$ cat src/hw/rtl/stq_pkg.sv
// Package for the sorted timer queue: shared constants, controller states and the
// command and status structs between the controller and the datapath.
// No dependencies.
package stq_pkg;

   localparam int unsigned ID_W      = 4;
   localparam int unsigned DELAY_W   = 16;
   localparam int unsigned DL_W      = 17;
   localparam int unsigned TOTAL_W   = 32;
   localparam int unsigned MASK_W    = 16;

   localparam logic [DL_W-1:0]    DEADLINE_MAX      = 17'h1FFFF;
   localparam logic [DELAY_W-1:0] DELAY_LIMIT_RESET = 16'd10000;

   // Request kinds carried on the request side-band.
   localparam logic FUNC_TICK   = 1'b0;
   localparam logic FUNC_CREATE = 1'b1;

   typedef enum logic [1:0] {
      ST_IDLE,
      ST_EVAL,
      ST_UPDATE,
      ST_EMIT
   } state_type;

   typedef struct packed {
      logic load;      // capture the request payload
      logic eval;      // check a create or advance time for a tick
      logic update;    // change the sorted list
      logic emit;      // load the response register
      logic cfg_write; // write delay_limit
   } cmd_type;

   typedef struct packed {
      logic change;    // the evaluated item alters the list
   } sts_type;

endpackage

$ cat src/hw/rtl/stq_ctrl.sv
// Controller of the sorted timer queue: sequences one item at a time, owns the request
// and response handshakes and passes register writes on to the datapath. Uses stq_pkg.
module stq_ctrl (
   input  logic               clock,
   input  logic               reset,
   input  logic               req_tvalid,
   output logic               req_tready,
   output logic               rsp_tvalid,
   input  logic               rsp_tready,
   input  logic               csr_valid,
   output stq_pkg::cmd_type   cmd,
   input  stq_pkg::sts_type   sts
);

   stq_pkg::state_type state_ff, state_in;
   logic               rsp_valid_ff, rsp_valid_in;

   always_ff @(posedge clock) begin
      if (reset) begin
         state_ff     <= stq_pkg::ST_IDLE;
         rsp_valid_ff <= 1'b0;
      end else begin
         state_ff     <= state_in;
         rsp_valid_ff <= rsp_valid_in;
      end
   end

   always_comb begin
      state_in      = state_ff;
      cmd           = '0;
      req_tready    = 1'b0;
      cmd.cfg_write = csr_valid;
      unique case (state_ff)
         stq_pkg::ST_IDLE: begin
            req_tready = 1'b1;
            if (req_tvalid) begin
               cmd.load = 1'b1;
               state_in = stq_pkg::ST_EVAL;
            end
         end
         stq_pkg::ST_EVAL: begin
            cmd.eval = 1'b1;
            state_in = stq_pkg::ST_UPDATE;
         end
         stq_pkg::ST_UPDATE: begin
            cmd.update = sts.change;
            state_in   = stq_pkg::ST_EMIT;
         end
         stq_pkg::ST_EMIT: begin
            // Wait until the response register is free or being emptied.
            if (!rsp_valid_ff || rsp_tready) begin
               cmd.emit = 1'b1;
               state_in = stq_pkg::ST_IDLE;
            end
         end
         default: begin
            state_in = stq_pkg::ST_IDLE;
         end
      endcase
   end

   always_comb begin
      if (cmd.emit) begin
         rsp_valid_in = 1'b1;
      end else if (rsp_tready) begin
         rsp_valid_in = 1'b0;
      end else begin
         rsp_valid_in = rsp_valid_ff;
      end
   end

   assign rsp_tvalid = rsp_valid_ff;

   // A response is never overwritten before it has been transferred.
   a_emit_free: assert property (@(posedge clock) disable iff (reset)
      cmd.emit |-> (!rsp_valid_ff || rsp_tready))
      else $error("response register overwritten");

   // An accepted request is evaluated in the following cycle.
   a_load_eval: assert property (@(posedge clock) disable iff (reset)
      (req_tvalid && req_tready) |=> cmd.eval)
      else $error("request not evaluated after transfer");

   // The list only changes in the cycle straight after evaluation.
   a_update_order: assert property (@(posedge clock) disable iff (reset)
      cmd.update |-> $past(cmd.eval))
      else $error("update issued without evaluation");

endmodule

$ cat src/hw/rtl/stq_datapath.sv
// Datapath of the sorted timer queue: the row of deadline/owner cells, counters,
// pending mask, delay limit and response payload register. Uses stq_pkg.
module stq_datapath #(
   parameter int unsigned NUM_TIMERS = 16
) (
   input  logic                          clock,
   input  logic                          reset,
   input  stq_pkg::cmd_type              cmd,
   output stq_pkg::sts_type              sts,
   input  logic                          req_func,
   input  logic [stq_pkg::ID_W-1:0]      req_timer_id,
   input  logic [stq_pkg::DELAY_W-1:0]   req_delay,
   input  logic [stq_pkg::DELAY_W-1:0]   csr_wdata,
   output logic                          rsp_fired,
   output logic [stq_pkg::ID_W-1:0]      rsp_fired_id,
   output logic                          rsp_accepted,
   output logic [stq_pkg::TOTAL_W-1:0]   rsp_tick_count
);

   localparam int unsigned CW = $clog2(NUM_TIMERS + 1);
   localparam int unsigned DW = stq_pkg::DL_W;

   // Captured request.
   logic                        func_ff;
   logic [stq_pkg::ID_W-1:0]    id_ff;
   logic [stq_pkg::DELAY_W-1:0] delay_ff;

   // Evaluation results.
   logic [DW-1:0]               dl_ff, dl_in;
   logic                        ok_ff, ok_in;
   logic                        fire_ff, fire_in;
   logic [stq_pkg::ID_W-1:0]    fid_ff;

   // Queue state.
   logic [DW-1:0]               deadline_ff [NUM_TIMERS];
   logic [stq_pkg::ID_W-1:0]    owner_ff    [NUM_TIMERS];
   logic [CW-1:0]               count_ff, count_in;
   logic [stq_pkg::MASK_W-1:0]  mask_ff, mask_in;
   logic [DW-1:0]               elapsed_ff, elapsed_in, elapsed_step;
   logic [stq_pkg::TOTAL_W-1:0] total_ff, total_in;
   logic [stq_pkg::DELAY_W-1:0] limit_ff;

   logic [DW:0]                 dl_sum;
   logic [NUM_TIMERS-1:0]       le_vec;
   logic [NUM_TIMERS-1:0]       prev_le;
   logic                        do_insert, do_remove;

   assign do_insert = cmd.update && (func_ff == stq_pkg::FUNC_CREATE);
   assign do_remove = cmd.update && (func_ff == stq_pkg::FUNC_TICK);

   always_ff @(posedge clock) begin
      if (cmd.load) begin
         func_ff  <= req_func;
         id_ff    <= req_timer_id;
         delay_ff <= req_delay;
      end
      if (cmd.eval) begin
         dl_ff  <= dl_in;
         fid_ff <= owner_ff[0];
      end
   end

   // Deadline of a create, saturated at the largest deadline.
   always_comb begin
      dl_sum = {1'b0, elapsed_ff} + (DW + 1)'(delay_ff);
      if (dl_sum > (DW + 1)'(stq_pkg::DEADLINE_MAX)) begin
         dl_in = stq_pkg::DEADLINE_MAX;
      end else begin
         dl_in = dl_sum[DW-1:0];
      end
   end

   assign elapsed_step = (elapsed_ff < stq_pkg::DEADLINE_MAX) ? elapsed_ff + DW'(1) : elapsed_ff;

   always_comb begin
      ok_in      = ok_ff;
      fire_in    = fire_ff;
      elapsed_in = elapsed_ff;
      total_in   = total_ff;
      count_in   = count_ff;
      mask_in    = mask_ff;
      if (cmd.eval) begin
         if (func_ff == stq_pkg::FUNC_CREATE) begin
            ok_in   = (delay_ff <= limit_ff) && (count_ff != CW'(NUM_TIMERS))
                      && !mask_ff[id_ff];
            fire_in = 1'b0;
         end else begin
            ok_in    = 1'b0;
            total_in = total_ff + 32'd1;
            if (count_ff != '0) begin
               elapsed_in = elapsed_step;
               fire_in    = (elapsed_step >= deadline_ff[0]);
            end else begin
               fire_in = 1'b0;
            end
         end
      end
      if (do_insert) begin
         count_in = count_ff + CW'(1);
         mask_in  = mask_ff | (stq_pkg::MASK_W'(1) << id_ff);
      end
      if (do_remove) begin
         count_in   = count_ff - CW'(1);
         mask_in    = mask_ff & ~(stq_pkg::MASK_W'(1) << fid_ff);
         elapsed_in = '0;
      end
   end

   always_ff @(posedge clock) begin
      if (reset) begin
         ok_ff      <= 1'b0;
         fire_ff    <= 1'b0;
         elapsed_ff <= '0;
         total_ff   <= '0;
         count_ff   <= '0;
         mask_ff    <= '0;
         limit_ff   <= stq_pkg::DELAY_LIMIT_RESET;
      end else begin
         ok_ff      <= ok_in;
         fire_ff    <= fire_in;
         elapsed_ff <= elapsed_in;
         total_ff   <= total_in;
         count_ff   <= count_in;
         mask_ff    <= mask_in;
         if (cmd.cfg_write) begin
            limit_ff <= csr_wdata;
         end
      end
   end

   assign sts.change = (func_ff == stq_pkg::FUNC_CREATE) ? ok_ff : fire_ff;

   // Cells at or before the insertion point keep their place; the sorted order makes
   // le_vec a run of ones followed by zeros.
   generate
      for (genvar k = 0; k < NUM_TIMERS; k++) begin : g_cell
         // What the cell takes when an insert moves the tail up by one.
         logic [DW-1:0]            up_dl;
         logic [stq_pkg::ID_W-1:0] up_owner;

         assign le_vec[k] = (CW'(k) < count_ff) && (deadline_ff[k] <= dl_ff);
         if (k == 0) begin : g_first
            assign prev_le[k] = 1'b1;
            assign up_dl      = dl_ff;
            assign up_owner   = id_ff;
         end else begin : g_rest
            assign prev_le[k] = le_vec[k-1];
            assign up_dl      = prev_le[k] ? dl_ff : deadline_ff[k-1];
            assign up_owner   = prev_le[k] ? id_ff : owner_ff[k-1];
         end

         if (k < NUM_TIMERS - 1) begin : g_rebase
            logic [DW-1:0] next_dl, rebased;
            assign next_dl = deadline_ff[k+1];
            assign rebased = (next_dl > elapsed_ff) ? next_dl - elapsed_ff : '0;
            always_ff @(posedge clock) begin
               if (do_insert && !le_vec[k]) begin
                  deadline_ff[k] <= up_dl;
                  owner_ff[k]    <= up_owner;
               end else if (do_remove) begin
                  deadline_ff[k] <= rebased;
                  owner_ff[k]    <= owner_ff[k+1];
               end
            end
         end else begin : g_last
            always_ff @(posedge clock) begin
               if (do_insert && !le_vec[k]) begin
                  deadline_ff[k] <= up_dl;
                  owner_ff[k]    <= up_owner;
               end
            end
         end
      end
   endgenerate

   // Response payload register.
   always_ff @(posedge clock) begin
      if (cmd.emit) begin
         rsp_fired      <= fire_ff && (func_ff == stq_pkg::FUNC_TICK);
         rsp_fired_id   <= (fire_ff && (func_ff == stq_pkg::FUNC_TICK)) ? fid_ff : '0;
         rsp_accepted   <= ok_ff && (func_ff == stq_pkg::FUNC_CREATE);
         rsp_tick_count <= total_ff;
      end
   end

   // The pending mask and the fill count describe the same set of timers.
   a_mask_count: assert property (@(posedge clock) disable iff (reset)
      $countones(mask_ff) == int'(count_ff))
      else $error("pending mask disagrees with fill count");

   // The list never holds more entries than it has cells.
   a_count_max: assert property (@(posedge clock) disable iff (reset)
      count_ff <= CW'(NUM_TIMERS))
      else $error("fill count beyond capacity");

   // The list only changes for an accepted create or a firing tick.
   a_update_cause: assert property (@(posedge clock) disable iff (reset)
      cmd.update |-> ((func_ff == stq_pkg::FUNC_CREATE) ? ok_ff : (fire_ff && count_ff != '0)))
      else $error("list changed without cause");

endmodule

$ cat src/hw/rtl/sorted_timer_queue.sv
// Sorted one-shot timer queue: ticks and create requests in, one response each out.
// The response becomes valid after the evaluate, update and emit steps that follow the
// request transfer; the emit step waits longer only while the response register still
// waits on rsp_tready.
// A new request is taken only after the previous item has left the controller's four-step sequence.
// Reset (synchronous) empties the queue, clears the counters and sets delay_limit to
// 10000; the cell row needs no clearing pass because the fill count guards it.
module sorted_timer_queue #(
   parameter int unsigned NUM_TIMERS = 16
) (
   input  logic        clock,
   input  logic        reset,

   // Request channel. tuser: func (0 = tick, 1 = create).
   input  logic        req_tvalid,
   output logic        req_tready,
   input  logic [23:0] req_tdata,   // [3:0] timer_id, [19:4] delay, [23:20] zero
   input  logic        req_tuser,   // [0] func

   // Response channel.
   output logic        rsp_tvalid,
   input  logic        rsp_tready,
   output logic [39:0] rsp_tdata,   // [3:0] fired_id, [35:4] tick_count, [39:36] zero
   output logic [1:0]  rsp_tuser,   // [0] fired, [1] accepted

   // delay_limit write channel.
   input  logic        csr_valid,
   output logic        csr_ready,
   input  logic [15:0] csr_wdata
);

   stq_pkg::cmd_type cmd;
   stq_pkg::sts_type sts;

   logic                          rsp_fired;
   logic [stq_pkg::ID_W-1:0]      rsp_fired_id;
   logic                          rsp_accepted;
   logic [stq_pkg::TOTAL_W-1:0]   rsp_tick_count;

   // Register writes are always taken; the user must have them arrive only while the queue is idle (unenforced).
   assign csr_ready = 1'b1;

   // The controller sequences each item and owns the request and response handshakes.
   stq_ctrl u_ctrl (
      .clock      (clock),
      .reset      (reset),
      .req_tvalid (req_tvalid),
      .req_tready (req_tready),
      .rsp_tvalid (rsp_tvalid),
      .rsp_tready (rsp_tready),
      .csr_valid  (csr_valid),
      .cmd        (cmd),
      .sts        (sts)
   );

   // The datapath holds the sorted cells: an insert shifts the later cells up by one,
   // and a firing tick shifts every cell but the last down and rebases it against
   // the elapsed count in the same cycle.
   stq_datapath #(
      .NUM_TIMERS (NUM_TIMERS)
   ) u_datapath (
      .clock          (clock),
      .reset          (reset),
      .cmd            (cmd),
      .sts            (sts),
      .req_func       (req_tuser),
      .req_timer_id   (req_tdata[3:0]),
      .req_delay      (req_tdata[19:4]),
      .csr_wdata      (csr_wdata),
      .rsp_fired      (rsp_fired),
      .rsp_fired_id   (rsp_fired_id),
      .rsp_accepted   (rsp_accepted),
      .rsp_tick_count (rsp_tick_count)
   );

   // Pack the response fields, lowest field first.
   assign rsp_tdata = {4'b0000, rsp_tick_count, rsp_fired_id};
   assign rsp_tuser = {rsp_accepted, rsp_fired};

endmodule
$ cat config.mk
export PLATFORM = sky130hd
export DESIGN_NAME = sorted_timer_queue
export DESIGN_NICKNAME = d
export VERILOG_FILES = /design/src/hw/rtl/stq_pkg.sv /design/src/hw/rtl/stq_ctrl.sv /design/src/hw/rtl/stq_datapath.sv /design/src/hw/rtl/sorted_timer_queue.sv
export SDC_FILE = /design/constraint.sdc
export NUM_CORES = 2
export LEC_CHECK = 0
export BUFFER_PORTS_ARGS = -buffer_cell sky130_fd_sc_hd__buf_2
export CORE_MARGIN = 3
export CORE_UTILIZATION = 58
export DETAILED_ROUTE_END_ITERATION = 8
export PLACE_DENSITY = 0.72
export SLEW_MARGIN = 20
export SYNTH_ARGS = -nofsm -noshare
export SYNTH_HDL_FRONTEND = slang
export SYNTH_SLANG_ARGS = --single-unit
$ cat constraint.sdc
create_clock -name clock -period 10.62 [get_ports clock]
set_clock_uncertainty 0.2 [all_clocks]
set_input_delay 0.531 -clock clock [delete_from_list [all_inputs] [get_ports clock]]
set_output_delay 0.531 -clock clock [all_outputs]
set_load 0.02 [all_outputs]
-- Word level (Yosys, flattened, before mapping)
Memories as Yosys holds them, arrays and structs flattened.
Cells that the tools add are included.
- $add $sub $neg: 20
- $mul: 0
- divide/modulo/power cells: 0
- order comparisons: 52
- eq/ne operators: 6
- shift-type cells: 2
- multiplexer cells: 161
- bitwise gates (word level): 34
- reductions and logical operators: 65
- operator list (cell ; count):
    2-to-1 mux 17 bit ; 46
    less-or-equal comparator 17 bit ; 16
    > comparator 17 bit ; 15
    subtractor 17 bit ; 15
    2-to-1 mux 4 bit ; 30
    2-to-1 mux 1 bit ; 77
    < comparator 4 x 5 -> 1 bit, first input constant ; 8
    logical AND 1 bit ; 38
    adder 32 x 1 -> 32 bit, second input constant ; 1
    2-to-1 mux 16 bit ; 2
    << shifter 1 x 4 -> 16 bit, first input constant ; 2
    OR 1 bit ; 30
    < comparator 3 x 5 -> 1 bit, first input constant ; 4
    adder 17 x 16 -> 18 bit ; 1
    > comparator 18 x 17 -> 1 bit, second input constant ; 1
    zero test 1 bit ; 18
    adder 17 x 1 -> 17 bit, second input constant ; 1
    >= comparator 17 bit ; 1
    < comparator 17 bit, second input constant ; 1
    bitwise AND 16 bit ; 1
    less-or-equal comparator 16 bit ; 1
    inverter 16 bit ; 1
    OR 16 bit ; 1
    < comparator 1 x 5 -> 1 bit, first input constant ; 2
    21 further kinds ; 27
- flip-flop bits (word level): 171
- latch bits: 0
- memory bits (writable): 336
- bits in read-only memories: 0
- output and inout port bits: 45
- word-level logic and storage cells: 360
- memories kept: 2
- memory list (memory ; words ; bits a word ; rd ports ; clocked after memory_dff ; wr ports ; RTL line ; source):
    u_datapath.deadline_ff ; 16 ; 17 ; 16 ; 0 ; 16 ; stq_datapath.sv:35 ; logic [DW-1:0] deadline_ff [NUM_TIMERS];
    u_datapath.owner_ff ; 16 ; 4 ; 16 ; 0 ; 16 ; stq_datapath.sv:36 ; logic [stq_pkg::ID_W-1:0] owner_ff [NUM_TIMERS];

-- Depth between registers and ports, before layout
An unclocked memory read counts as a cell.
- depth after elaboration: 8
- gate-level depth with buffers: 14
- gate-level depth less buffers: 13

-- Modules after synthesis
From an unflattened synthesis, not the netlist that was laid out.
- cells, all modules: 4349
- area, all modules: 42464.5 um^2
- by module, submodules not included (module ; times used ; cells an instance ; area an instance (um^2) ; seq. area each (um^2)):
    stq_datapath ; 1 ; 4314 ; 42162.9 ; 14253.7
    stq_ctrl ; 1 ; 26 ; 241.5 ; 60.1
    sorted_timer_queue ; 1 ; 9 ; 60.1 ; 0.0

-- Worst setup path before layout
OpenSTA, ideal clock, no wires.
- path type: flip-flop to flip-flop
- start: reg u_datapath.dl_ff[15]
- end: mem u_datapath.deadline_ff[1][102] (netlist name), enable pin
- library setup time: 0.428 ns
- data arrival time: 3.921 ns
- data required time: 9.992 ns
- setup slack: 6.071 ns
- cell stages (with the launch flop): 11
- path buffers: 2
- clock period less this slack: 4.549 ns
- cell sequence: edfxtp_1 > clkbuf_1 > inv_1 > ha_1 > nand4_1 > or2_2 > o221a_2 > o31ai_1 > a21oi_1 > buf_2 > o21ai_0
- RTL lines (element ; RTL line ; source):
    start: declaration ; stq_datapath.sv:29 ; logic [DW-1:0] dl_ff, dl_in;
    start signal: assignment ; stq_datapath.sv:58 ; dl_ff <= dl_in;
    end: declaration ; stq_datapath.sv:35 ;

==> flow_metrics.env <==
export IMPL_die_w_um=275
export IMPL_rows=97
export IMPL_drv_slew=0
export IMPL_diodes=0
export IMPL_reg2reg_from="u_datapath.elapsed_ff[1]$_SDFFE_PP0P_"
export IMPL_globalRouteOverflowTotal=0
export IMPL_ff2ff_setup_slack_ns=5.86
export IMPL_async_flop_share=0
export IMPL_gp_congestion=0.978
export IMPL_post_dp_hpwl_um=93400
export IMPL_crit_fanout=26
export IMPL_r2r_cells=11
export IMPL_rsz0062_at_grt="no"
export IMPL_reg2reg_to="u_datapath.deadline_ff[1][42]$_DFFE_PP_"
export IMPL_cap_violations=0
export IMPL_worstMarginPinSlew_ns=1.18
export IMPL_hold_end="u_ctrl.rsp_tvalid$_SDFFE_PP0P_"
export IMPL_cts_inserted_buffers=59
export IMPL_drt_pass1_iter_count=6
export IMPL_critPathTopFamily="compound AO/OA/AOI/OAI gates"
export IMPL_worst_setup_path_type="reg2reg"
export IMPL_synth_distinct_cells=81
export IMPL_syn_to_final_growth_pct=9.44
export IMPL_drt_initial_drc_count=3977
export IMPL_synth_most_common_cell="ha_1"
export IMPL_min_period_over_period=0.448
export IMPL_ys_ff_latch=507
export IMPL_clock_latency_ns=0.65
export IMPL_cp_end_kind="flip-flop"
export IMPL_antenna_found_initial=5
export IMPL_setup_violations_final=0
export IMPL_cp_arrival_ns=4.92
export IMPL_fin_nets=5051
export IMPL_final_antenna_net_count=0
export IMPL_drive_gt1_frac=0.0737
export IMPL_grt_start_max_net_pins=137
export IMPL_start_util=0.592
export IMPL_clock_path_buffers=3
export IMPL_synth_area_mm2=0.0419
export IMPL_post_drt_wl_per_cell_um=24.9
export IMPL_grt_usage=0.346
export IMPL_critical_path_buf_inv_count=2
export IMPL_core_area_mm2=0.0709
export IMPL_n_fill_cell=5843
export IMPL_synthCells=4300
export IMPL_status="complete, no violations"
export IMPL_post_route_min_period_ns=4.76
export IMPL_die_h_um=275
export IMPL_port_buffers=81
export IMPL_synth_edf_count=416
export IMPL_cp_slowest_cell="or3_1"
export IMPL_timing_critical_path_required_ns=10.78
export IMPL_yosysTopAreaCell="edfxtp_1"
export IMPL_drc=0
export IMPL_post_cts_setup_buffers=0
export IMPL_synthTopCellsByArea="edfxtp_1 30%, ha_1 17%, mux2i_1 6.7%"
export IMPL_root_buffer="clkbuf_16"
export IMPL_htree_num_levels=2
export IMPL_path_clk_slew_ns=0.06
export IMPL_yosys_warnings=0
export IMPL_finalSetupTns_ns=0
export IMPL_hold_path_depth=4
export IMPL_vias=36500
export IMPL_hold_path_class="in2reg"
export IMPL_clock_sinks=507
export IMPL_avgSynthCellArea_um2=9.75
export IMPL_synth_commonest_cells="586 x ha_1, 416 x edfxtp_1, 282 x mux2i_1"
export IMPL_synthFlopType="edfxtp_1"
export IMPL_via_per_inst=6.77
export IMPL_cp_cell_sequence="inv_2 > buf_4 > ha_1 > nor2b_1 > o31ai_1 > a211oi_1 > a2111o_1 > a211o_1 > a21oi_1 > or3_1 > o22ai_1"
export IMPL_cts_tree="yes"
export IMPL_cpPeakStageDelay_ns=0.56
export IMPL_hold_violations=0
export IMPL_cp_start_kind="flip-flop"
export IMPL_fp_dieArea_mm2=0.0756
export IMPL_routed_wl_um=134000
export IMPL_yosysSeqAreaShare=0.341
export IMPL_io_pins=91
export IMPL_power_leakage_uw=0.0189
export IMPL_power_density_mw_per_mm2=127
export IMPL_grt_pass1_vias=34300
export IMPL_min_delay_start="rsp_tready"
export IMPL_fin_hold_ws_ns=0.0221
export IMPL_vdd_drop_max_mv=0.115
export IMPL_max_freq_mhz=210
export IMPL_grt_pass1_wl_um=202000
export IMPL_slew_headroom=0.207
export IMPL_yosysTopAreaCellShare=0.298
-- final cells by class --
type | instances | area [um^2] | share of cell area
inverters | 166 | 623 | 0.0136
well taps | 940 | 1180 | 0.0256
clock inverters | 25 | 253 | 0.00551
clock buffers | 85 | 1630 | 0.0356
flip-flops and latches | 507 | 14300 | 0.312
repair buffers | 202 | 1430 | 0.0312
multi-input cells | 3467 | 26500 | 0.577
-- per-stage QoR --
step / cells / setup slack [ns] / cell area, um^2 / power (uW) / utilization
5_1_grt: 5392 / 5.79 / 45900 / 6050 / 0.648
3_5_place_dp: 5244 / 6.12 / 43600 / 3760 / 0.615
4_1_cts: 5391 / 6.10 / 45900 / 5800 / 0.647
3_3_place_gp: 5244 / 6.13 / 43600 / 3720 / 0.615
2_1_floorplan: 4303 / 6.07 / 42000 / 3170 / -
6_report: 5392 / 5.86 / 45900 / 5850 / 0.648
-- worst max-delay path by stage --
stage | startpoint | endpoint | slack, ns | depth (start not counted)
2_1_floorplan | u_datapath.dl_ff[15]$_SDFFCE_PN1N_ | u_datapath.deadline_ff[1][102]$_DFFE_PP_ | 6.07 | 10
3_3_place_gp | u_datapath.dl_ff[15]$_SDFFCE_PN1N_ | u_datapath.deadline_ff[0][132]$_DFFE_PP_ | 6.13 | 10
6_report | u_datapath.elapsed_ff[1]$_SDFFE_PP0P_ | u_datapath.deadline_ff[1][42]$_DFFE_PP_ | 5.86 | 11
5_1_grt | u_datapath.elapsed_ff[1]$_SDFFE_PP0P_ | u_datapath.deadline_ff[0][32]$_DFFE_PP_ | 5.79 | 11
3_5_place_dp | u_datapath.elapsed_ff[1]$_SDFFE_PP0P_ | u_datapath.deadline_ff[1][50]$_DFFE_PP_ | 6.12 | 11
4_1_cts | u_datapath.elapsed_ff[1]$_SDFFE_PP0P_ | u_datapath.deadline_ff[1][42]$_DFFE_PP_ | 6.10 | 11
-- what timing repair did --
item,4_1_cts,5_1_grt
hold endpoints to repair,37,0
resized for setup,0,0
hold buffers,37,0
endpoints found under the setup margin,0,0
-- cells by family after synthesis --
family	count (synthesis)	synth area share
AO/OA/AOI/OAI	1241	0.191
XOR/XNOR	271	0.0566
adder cells (fa/ha/maj)	602	0.182
buffers and inverters	329	0.0317
flip-flops	507	0.341
multiplexers	308	0.0756
other	2	0.000179
AND/OR/NAND/NOR	1040	0.121
-- per-layer routing --
| metal | track usage | vias up | part of all wire |
|---|---|---|---|
| li1 | - | 16700 | - |
| met1 | 0.468 | 17500 | 0.41 |
| met2 | 0.528 | 1917 | 0.43 |
| met3 | 0.0896 | 440 | 0.11 |
| met4 | 0.145 | 0 | 0.050 |
| met5 | 0 | - | 0 |
-- registers in the layout (all words and copies together), names as in the netlist --
register	cells
u_datapath.g_cell.up_owner	4
u_datapath.ok_ff	1
u_datapath.limit_ff	16
u_ctrl.state_ff	2
u_datapath.mask_ff	16
u_datapath.owner_ff	64
u_datapath.delay_ff	16
u_datapath.rsp_fired	1
u_datapath.func_ff	1
u_datapath.dl_ff	17
u_datapath.deadline_ff	272
u_datapath.rsp_fired_id	4
u_datapath.total_ff	32
u_datapath.elapsed_ff	17
u_datapath.fire_ff	1
u_datapath.count_ff	5
u_datapath.fid_ff	4
u_ctrl.rsp_tvalid	1
u_datapath.rsp_tick_count	32
u_datapath.rsp_accepted	1
-- cells in the final DEF, fill, tap and decap left out, types with 82 or more instances in the layout --
cell      netlist  layout
ha_1          586     586
edfxtp_1      416     416
mux2i_1       282     282
nand2_1       269     268
a21oi_1       259     253
nor2_1        241     239
o21ai_0       227     220
o22ai_1       214     213
a21o_1        199     199
inv_1         165     163
xnor2_1       136     136
xor2_1        135     135
nand3_1       124     124
nand4_1       105     105
dfxtp_1        91      91
buf_4           9      82
-- report_power, final --
| part | internal [uW] | switching [uW] |
|---|---|---|
| combinational | 482 | 1020 |
| sequential | 2240 | 59.9 |
| clock | 1170 | 880 |
-- worst min-delay path: stages --
cell and delay [ns]:
buf_2 0.08, nor2b_1 0.07, nor2_1 0.09, nor2_1 0.04
Power figures use the tool's default switching activity.
